<file path="config.mk">
export PLATFORM = sky130hd
export DESIGN_NAME = ltc_cmp
export DESIGN_NICKNAME = d
export VERILOG_FILES = /design/src/rtl/ltc_pkg.sv /design/src/rtl/ltc_cmp.sv
export SDC_FILE = /design/constraint.sdc
export NUM_CORES = 1
export LEC_CHECK = 0
export ABC_CLOCK_PERIOD_IN_PS = 3200
export BUFFER_PORTS_ARGS = -buffer_cell sky130_fd_sc_hd__buf_2
export CORE_MARGIN = 2
export CORE_UTILIZATION = 45
export CTS_BUF_LIST = sky130_fd_sc_hd__clkbuf_8
export DETAILED_ROUTE_END_ITERATION = 8
export PLACE_DENSITY = 0.79
export SYNTH_ARGS = -nofsm -noshare
export SYNTH_HDL_FRONTEND = slang
export SYNTH_SLANG_ARGS = --single-unit
export TNS_END_PERCENT = 100
</file>
<file path="constraint.sdc">
create_clock -name clk -period 3.2 [get_ports clk]
set_clock_uncertainty 0.2 [all_clocks]
set_input_delay 0.16 -clock clk [delete_from_list [all_inputs] [get_ports clk]]
set_output_delay 0.16 -clock clk [all_outputs]
set_load 0.02 [all_outputs]
</file>
<file path="src/rtl/ltc_pkg.sv">
// ----------------------------------------------------------------------------
// ltc_pkg: shared types and constants of the 4-way LRU tag cache core
// Geometry, field widths, operation codes, sequencer states and the
// control/status structs passed between the sequencer and the compare unit.
// ----------------------------------------------------------------------------
`default_nettype none

package ltc_pkg;

  // SETS must be a power of two: the set is taken from the low index bits.
  localparam int SETS       = 512;
  localparam int WAYS       = 4;
  localparam int WAY_W      = $clog2(WAYS);
  localparam int SET_W      = $clog2(SETS);
  localparam int LINES      = SETS * WAYS;
  localparam int LINE_W     = SET_W + WAY_W;
  localparam int TAG_W      = 31;
  localparam int STAMP_W    = 32;
  localparam int LINE_IDX_W = 11;

  localparam logic OP_FETCH = 1'b0;
  localparam logic OP_FLUSH = 1'b1;

  typedef enum logic [2:0] {
    ST_CLEAR,
    ST_IDLE,
    ST_LOOK,
    ST_LAST,
    ST_WRITE
  } ltc_state_t;

  typedef struct packed {
    logic             step;
    logic             first;
    logic [WAY_W-1:0] way;
  } cmp_ctl_t;

  typedef struct packed {
    logic             found;
    logic [WAY_W-1:0] hit_way;
    logic [WAY_W-1:0] vic_way;
    logic             vic_live;
    logic [TAG_W-1:0] vic_tag;
  } cmp_res_t;

endpackage

`default_nettype wire

</file>
<file path="src/rtl/ltc_cmp.sv">
// ----------------------------------------------------------------------------
// ltc_cmp: shared tag/stamp compare unit
// Takes one way per step: checks for a valid tag match and tracks the
// oldest stamp (ties to the lower way) together with its tag.
// ----------------------------------------------------------------------------
`default_nettype none

module ltc_cmp
  import ltc_pkg::*;
(
  input  wire logic               clk,
  input  wire cmp_ctl_t           ctl,
  input  wire logic [TAG_W-1:0]   vox,
  input  wire logic [TAG_W-1:0]   tag,
  input  wire logic [STAMP_W-1:0] stamp,
  output cmp_res_t                res
);

  cmp_res_t           res_r, res_nxt;
  logic [STAMP_W-1:0] oldest_r, oldest_nxt;
  logic               match;

  assign match = (stamp != '0) && (tag == vox);

  always_comb begin
    res_nxt    = res_r;
    oldest_nxt = oldest_r;
    if (ctl.step) begin
      if (ctl.first) begin
        res_nxt.found   = match;
        res_nxt.hit_way = ctl.way;
        res_nxt.vic_way = ctl.way;
        res_nxt.vic_tag = tag;
        oldest_nxt      = stamp;
      end else begin
        // later matching way wins
        if (match) begin
          res_nxt.found   = 1'b1;
          res_nxt.hit_way = ctl.way;
        end
        if (stamp < oldest_r) begin
          res_nxt.vic_way = ctl.way;
          res_nxt.vic_tag = tag;
          oldest_nxt      = stamp;
        end
      end
    end
    res_nxt.vic_live = (oldest_nxt != '0);
  end

  always_ff @(posedge clk) begin
    res_r    <= res_nxt;
    oldest_r <= oldest_nxt;
  end

  assign res = res_r;

endmodule

`default_nettype wire

</file>
==> impl_results.md, run 1 <==
- Hold Violations, Final: 0
- WS Path Type: in -> reg
- Setup TNS: 0 ns
- Avg WL per Cell: between 15 and 20 microns
- First-pass GRT wire length: 16400 microns
- CTS Buf Count: 9
- Antenna Violating Nets Remaining: 0
- Via/cell ratio: about 5.3
- Max Fclk: between 300 and 400 MHz
- Worst slew pin tran: just under 0.5 ns
- Detailed Routing Iterations Pass 1: 4
- Pwr Total: around 0.0028 W
- Die area: between 8000 and 9000 sq um
- Synth Warn #: 0
- Commonest cells in the netlist: 36 x edfxtp_1, 33 x dfxtp_1, 31 x ha_1, 31 x inv_1, 31 x xor2_1
- Crit end category: flop
- Internal: approximately 0.0020 W
- Routability congestion estimate from global placement: slightly above 0.8
- PortBufs: around 140
- Gr ovfl total: 0
- Most used flip-flop cell after synthesis: edfxtp_1
- Antenna violations before repair: 1
- Peak supply drop: between 0.2 and 0.3 mV
- Dpl cells: 516
- Max FO, Critical Path: 24
- Crit path time final: roughly 2.9 ns
- DRT iter0 DRCs: ~150
- Share of the synthesized area in the top cell type: 0.316
- Sequential share of power: 0.412
- Post-synthesis average cell area: approximately 12 sq um
- Via count: 3190
- Largest net degree at the start of global routing: between 40 and 50
- Clock transition at path regs: ~0.08 ns
- Final Max Tran Viols: 0
- Sequential area share after synthesis: 0.509
- CP max-delay cell: dlygate4sd3_1
- Yosys reg bits: between 60 and 70
- Top cell type by total area after synthesis: edfxtp_1
- GRT Total Usage: 0.254
- Max-cap check violation count: 0
- Rows: 31
- Worst EP required: 3.23 ns
- Count of different cell masters after synthesis: 27
- Setup violations, final: 0
- Worst hold path class: in -> reg
- Die width: 91.2 microns
- Count leader, synth: edfxtp_1
- CTS tree: done
- Fraction of registers with async set/reset: 0
- Area Growth Syn to Fin: 50.5%
- Relative slew margins: 0.672
- Final WL: approximately 11000 microns
- Initial core utilization: 0.469
- RSZ-0062 raised after global routing: false
- Post-synth EDFFs: 36
- Area contributors post-synth: edfxtp_1 32%, dfxtp_1 19%, ha_1 11%
- Synth Instances: approximately 280
- Clk_lat worst skew: about 0.35 ns
- Logic pwr share: 0.247
- Clock Power Share: 0.341
- CP Cell Sequence: dlygate4sd3_1 -> buf_2 -> ha_1 -> a21oi_1 -> o21ai_0 -> a221oi_1 -> o2111ai_1 -> a21oi_4 -> buf_4 -> mux2_2
- Final period util: 0.902
- Nets: ~620
- Sw frac: 0.284
- Power Density: 548 nW/um^2
- I/O pin cnt: between 100 and 150
- Remaining DRCs: 0
- Switch Pwr: around 0.0008 W
- Core Region: 7290 sq um
- Final HPWL DP: ~6600 microns
- Hold WS: roughly 0.06 ns
- Worst-case clock buffer depth: 2
- Clock root cell: clkbuf_8
- H-tree depth: 3
- Mapped Area: between 3000 and 4000 sq um
- CP peak stage delay: roughly 0.52 ns
- Leak Pwr: ~2.4 nW
- Chip height: approximately 91 microns
- Vias in the first global route: roughly 3200
- # clock sinks: 69
- Post-CTS resize count: 0
- Post-synthesis net count: a little over 400
- WP data arrival: just under 3 ns
- Result of the run: completed
- Final std cells w/o fill: 599
- Startpoint Class: input port
- Layout cells sized above 1: 0.369
[per-layer routing]
metal | vias to the layer above | global-route usage | routed length (microns)
met5 | - | 0 | 0
met4 | 0 | 0.107 | 322
met3 | 30 | 0.0672 | 839
met2 | 174 | 0.469 | 5410
met1 | 1524 | 0.272 | 4090
li1 | 1462 | - | -
[worst paths after layout]
path / startpoint / to / slack (ns) / cells past startpoint
worst max register to register: oldest_r[17] / oldest_r[5] / 0.40 / 9
worst min register to register: oldest_r[3] / oldest_r[3] / 0.31 / 1
worst max-delay path: stamp[17] / oldest_r[5] / 0.31 / 10
worst min-delay path: ctl[3] / res[34] / 0.06 / 2
[registers in the layout, summed over array words and instances (netlist names)]
name and count:
oldest_r 32, res 37
[placed cells by master (no fill, tap or decap), drive strengths merged]
cell type	count
a2111o	1
a211oi	1
a21boi	1
a21oi	10
a221oi	2
and4	2
buf	137
bufinv	4
clkbuf	9
clkinv	2
dfxtp	33
diode	1
dlygate4sd3	66
edfxtp	36
ha	31
inv	32
mux2	32
mux2i	1
nand2	10
nand2b	2
nand3	4
nand4	9
nor2	8
nor3	2
nor4	23
o2111ai	2
o21a	2
o21ai	4
o21bai	2
xor2	31
[cell type report]
type,count,area [sq um]
fillers,519,2140
flip-flops and latches,69,1740
multi-input cells,180,1530
repair buffers,203,1360
clock inverters,7,146
clock buffers,9,124
well taps,99,124
inverters,31,116
diodes,1,2.50
[logic make-up after synthesis]
logic type      count (synthesis)  share of synthesized area
xor+xnor                       31                     0.0793
fa+ha+maj                      31                      0.113
mux                            33                      0.108
buf+inv                        34                     0.0439
simple gates                   60                     0.0958
flops                          69                      0.509
compound gates                 25                     0.0505
[power by group through the flow]
stage | Combinational (W) | Sequential, W | Clock (W)
final | 0.000696 | 0.00116 | 0.000962
after global routing | 0.000760 | 0.00118 | 0.000996
after CTS | 0.000675 | 0.00116 | 0.000957
after detailed placement | 0.000606 | 0.00118 | 0
after global placement | 0.000579 | 0.00117 | 0
after floorplan | 0.000350 | 0.00121 | 0
[through the flow]
stage | worst slack (ns) | utilization | instance area (sq um)
5_1_grt | 0.191 | 0.706 | 5150
4_1_cts | 0.369 | 0.706 | 5150
2_1_floorplan | 0.657 | - | 3420
3_5_place_dp | 0.546 | 0.578 | 4220
3_3_place_gp | 0.604 | 0.578 | 4220
6_report | 0.313 | 0.706 | 5150
[critical path, delay by kind of cell]
kind                     cells  cell delay, ns
buffers and inverters        3            1.01
multiplexers                 1            0.39
AO/OA/AOI/OAI                5            1.03
adder cells (fa/ha/maj)      1            0.32
[what timing repair did]
action / 4_1_cts / 5_1_grt
hold buffers: 66 / 0
setup endpoints to repair: 0 / 0
hold endpoints to repair: 68 / 0
buffers inserted: 0 / 0
Power figures use the tool's default switching activity.
==> run 2, diff against run 1 <==
--- a/config.mk
+++ b/config.mk
@@ -6,12 +6,12 @@
 export NUM_CORES = 1
 export LEC_CHECK = 0
 export ABC_CLOCK_PERIOD_IN_PS = 3200
-export BUFFER_PORTS_ARGS = -buffer_cell sky130_fd_sc_hd__buf_2
 export CORE_MARGIN = 2
-export CORE_UTILIZATION = 45
+export CORE_UTILIZATION = 60
 export CTS_BUF_LIST = sky130_fd_sc_hd__clkbuf_8
 export DETAILED_ROUTE_END_ITERATION = 8
-export PLACE_DENSITY = 0.79
+export DONT_BUFFER_PORTS = 1
+export PLACE_DENSITY = 0.8
 export SYNTH_ARGS = -nofsm -noshare
 export SYNTH_HDL_FRONTEND = slang
 export SYNTH_SLANG_ARGS = --single-unit
==> run 2 against run 1 <==
Against the previous run:
- combinational power shrank 27%
- critical path depth shrank 1
- sequential power grew 5%
- fmax grew 4.3%
- sequential cell count is the same
- routed wire length shrank 18%
- total power shrank 17%
- via count shrank 19%
- count of clock-buffer cells in the layout grew 1
- first-iteration DRC count shrank 15%
- register-to-register slack gained 0.03 ns
==> impl_results.md, run 2 (same netlist as run 1, synthesis figures left out) <==
- Clock Power Share: 0.263 (was 0.341)
- Gr ovfl total: 0 (unchanged)
- Antenna violations before repair: 0 (was 1)
- Final std cells w/o fill: 437 (was 599)
- Via count: 2568 (was 3190)
- # clock sinks: 69 (unchanged)
- Final period util: 0.865 (was 0.902)
- Area Growth Syn to Fin: 27.0% (was 50.5%)
- Layout cells sized above 1: 0.126 (was 0.369)
- Startpoint Class: flop (was input port)
- Die width: 79.5 microns (was 91.2 microns)
- CTS tree: done (unchanged)
- I/O pin cnt: 136 (unchanged)
- Final HPWL DP: 5450 microns (was 6570 microns)
- Setup TNS: 0 ns (unchanged)
- Max-cap check violation count: 0 (unchanged)
- Commonest non-fill, non-tap cell in the layout: dlygate4sd3_1 (was buf_2)
- WP data arrival: 2.79 ns (was 2.92 ns)
- Remaining DRCs: 0 (unchanged)
- Antenna cells: 0 (was 1)
- Logic pwr share: 0.217 (was 0.247)
- Internal: 0.00165 W (was 0.00202 W)
- Max Fclk: 361 MHz (was 346 MHz)
- Core Region: 5510 sq um (was 7290 sq um)
- Post-CTS resize count: 0 (unchanged)
- Antenna Violating Nets Remaining: 0 (unchanged)
- Die area: 6320 sq um (was 8320 sq um)
- Clock transition at path regs: 0.07 ns (was 0.08 ns)
- Switch Pwr: 0.000700 W (was 0.000801 W)
- Post-DP Area: 3510 sq um (was 4220 sq um)
- Largest net degree at the start of global routing: 40 (was 43)
- Max FFs per register: 37 (unchanged)
- Routability congestion estimate from global placement: 0.864 (was 0.831)
- First-pass GRT wire length: 13300 microns (was 16400 microns)
- Most frequent cells in the layout: 67 x dlygate4sd3_1, 36 x edfxtp_1, 33 x inv_1, 33 x dfxtp_1 (was 135 x buf_2, 66 x dlygate4sd3_1, 36 x edfxtp_1, 33 x dfxtp_1)
- RSZ-0062 raised after global routing: false (unchanged)
- Worst-case clock buffer depth: 2 (unchanged)
- Vias in the first global route: 2759 (was 3226)
- Clk_lat worst skew: 0.34 ns (was 0.35 ns)
- Footprint of the multi-input gates: 1530 sq um (unchanged)
- Worst slew pin tran: 0.503 ns (was 0.487 ns)
- Nets: 490 (was 624)
- Result of the run: completed (unchanged)
- Detailed Routing Iterations Pass 1: 5 (was 4)
- Crit path time final: 2.77 ns (was 2.89 ns)
- Design Area, Final: 4350 sq um (was 5150 sq um)
- Worst hold path class: in -> reg (unchanged)
- Initial core utilization: 0.621 (was 0.469)
- Fillers: 367 (was 519)
- Hold Violations, Final: 0 (unchanged)
- CTS Buf Count: 9 (unchanged)
- Final WL: 8780 microns (was 10700 microns)
- Power Density: 541 nW/um^2 (was 548 nW/um^2)
- Sequential share of power: 0.520 (was 0.412)
- Sw frac: 0.298 (was 0.284)
- Max FO, Critical Path: 27 (was 24)
- Relative slew margins: 0.661 (was 0.672)
- Via/cell ratio: 5.88 (was 5.33)
- Crit end category: flop (unchanged)
- Chip height: 79.5 microns (was 91.2 microns)
- Clock root cell: clkbuf_8 (unchanged)
- DRT iter0 DRCs: 129 (was 152)
- GRT Total Usage: 0.284 (was 0.254)
- Leak Pwr: 1.79 nW (was 2.35 nW)
- Avg WL per Cell: 20.1 microns (was 17.8 microns)
- WS Path Type: reg -> reg (was in -> reg)
- Rows: 27 (was 31)
- Dpl cells: 354 (was 516)
- PortBufs: 0 (was 135)
- Peak supply drop: 0.301 mV (was 0.263 mV)
- H-tree depth: 3 (unchanged)
- Worst EP required: 3.23 ns (about the same)
- Setup violations, final: 0 (unchanged)
- Reg area: 1740 sq um (unchanged)
- Final Max Tran Viols: 0 (unchanged)
-- run 2: critical path: stages (launching register included) --
cell and delay [ns]:
dfxtp_1 0.35, inv_1 0.05, ha_1 0.29, a21oi_1 0.16, o21ai_0 0.12, a221oi_1 0.35
o2111ai_1 0.20, a21oi_4 0.19, buf_4 0.35, mux2_2 0.39
-- run 2: per-layer routing --
layer  global-route usage  routed length (microns)  vias to the layer above
met3               0.0758                      684                       31
met5                    0                        0                        -
met2                0.524                     4510                      128
met1                0.289                     3230                     1210
li1                     -                        -                     1199
met4                0.152                      352                        0
-- run 2: power by group through the flow --
stage	clock (W)	sequential (W)	combinational, W
5_1_grt	0.000666	0.00124	0.000575
4_1_cts	0.000627	0.00122	0.000499
6_report	0.000617	0.00122	0.000510
3_3_place_gp	0	0.00123	0.000399
3_5_place_dp	0	0.00124	0.000420
2_1_floorplan	0	0.00121	0.000350
-- run 2: worst paths after layout --
kind                        to  cells past startpoint  slack, ns    startpoint
hold / removal         res[13]                      3       0.17        ctl[3]
setup reg to reg  oldest_r[29]                      9       0.43  oldest_r[17]
hold reg to reg   oldest_r[19]                      1       0.31  oldest_r[19]
setup / recovery  oldest_r[29]                      9       0.43  oldest_r[17]
-- run 2: what timing repair did --
action / CTS / global route
setup buffers: 0 / 0
hold endpoints to repair: 72 / 0
hold buffers: 67 / 0
-- run 2: layout make-up --
class	instances	share of cell area
sequential	69	0.401
multi-input combinational	180	0.352
timing repair buffer	69	0.161
clock buffer	10	0.0317
inverter	31	0.0268
tap	72	0.0207
clock inverter	6	0.00748
-- run 2: metrics by stage --
step	utilization	hold WS [ns]	setup slack, ns	power, W
after floorplan	-	0.0589	0.657	0.00156
after global placement	0.637	0.0590	0.581	0.00163
after detailed placement	0.637	0.0590	0.517	0.00166
after CTS	0.789	0.155	0.472	0.00234
after global routing	0.789	0.168	0.222	0.00248
final	0.789	0.169	0.432	0.00235
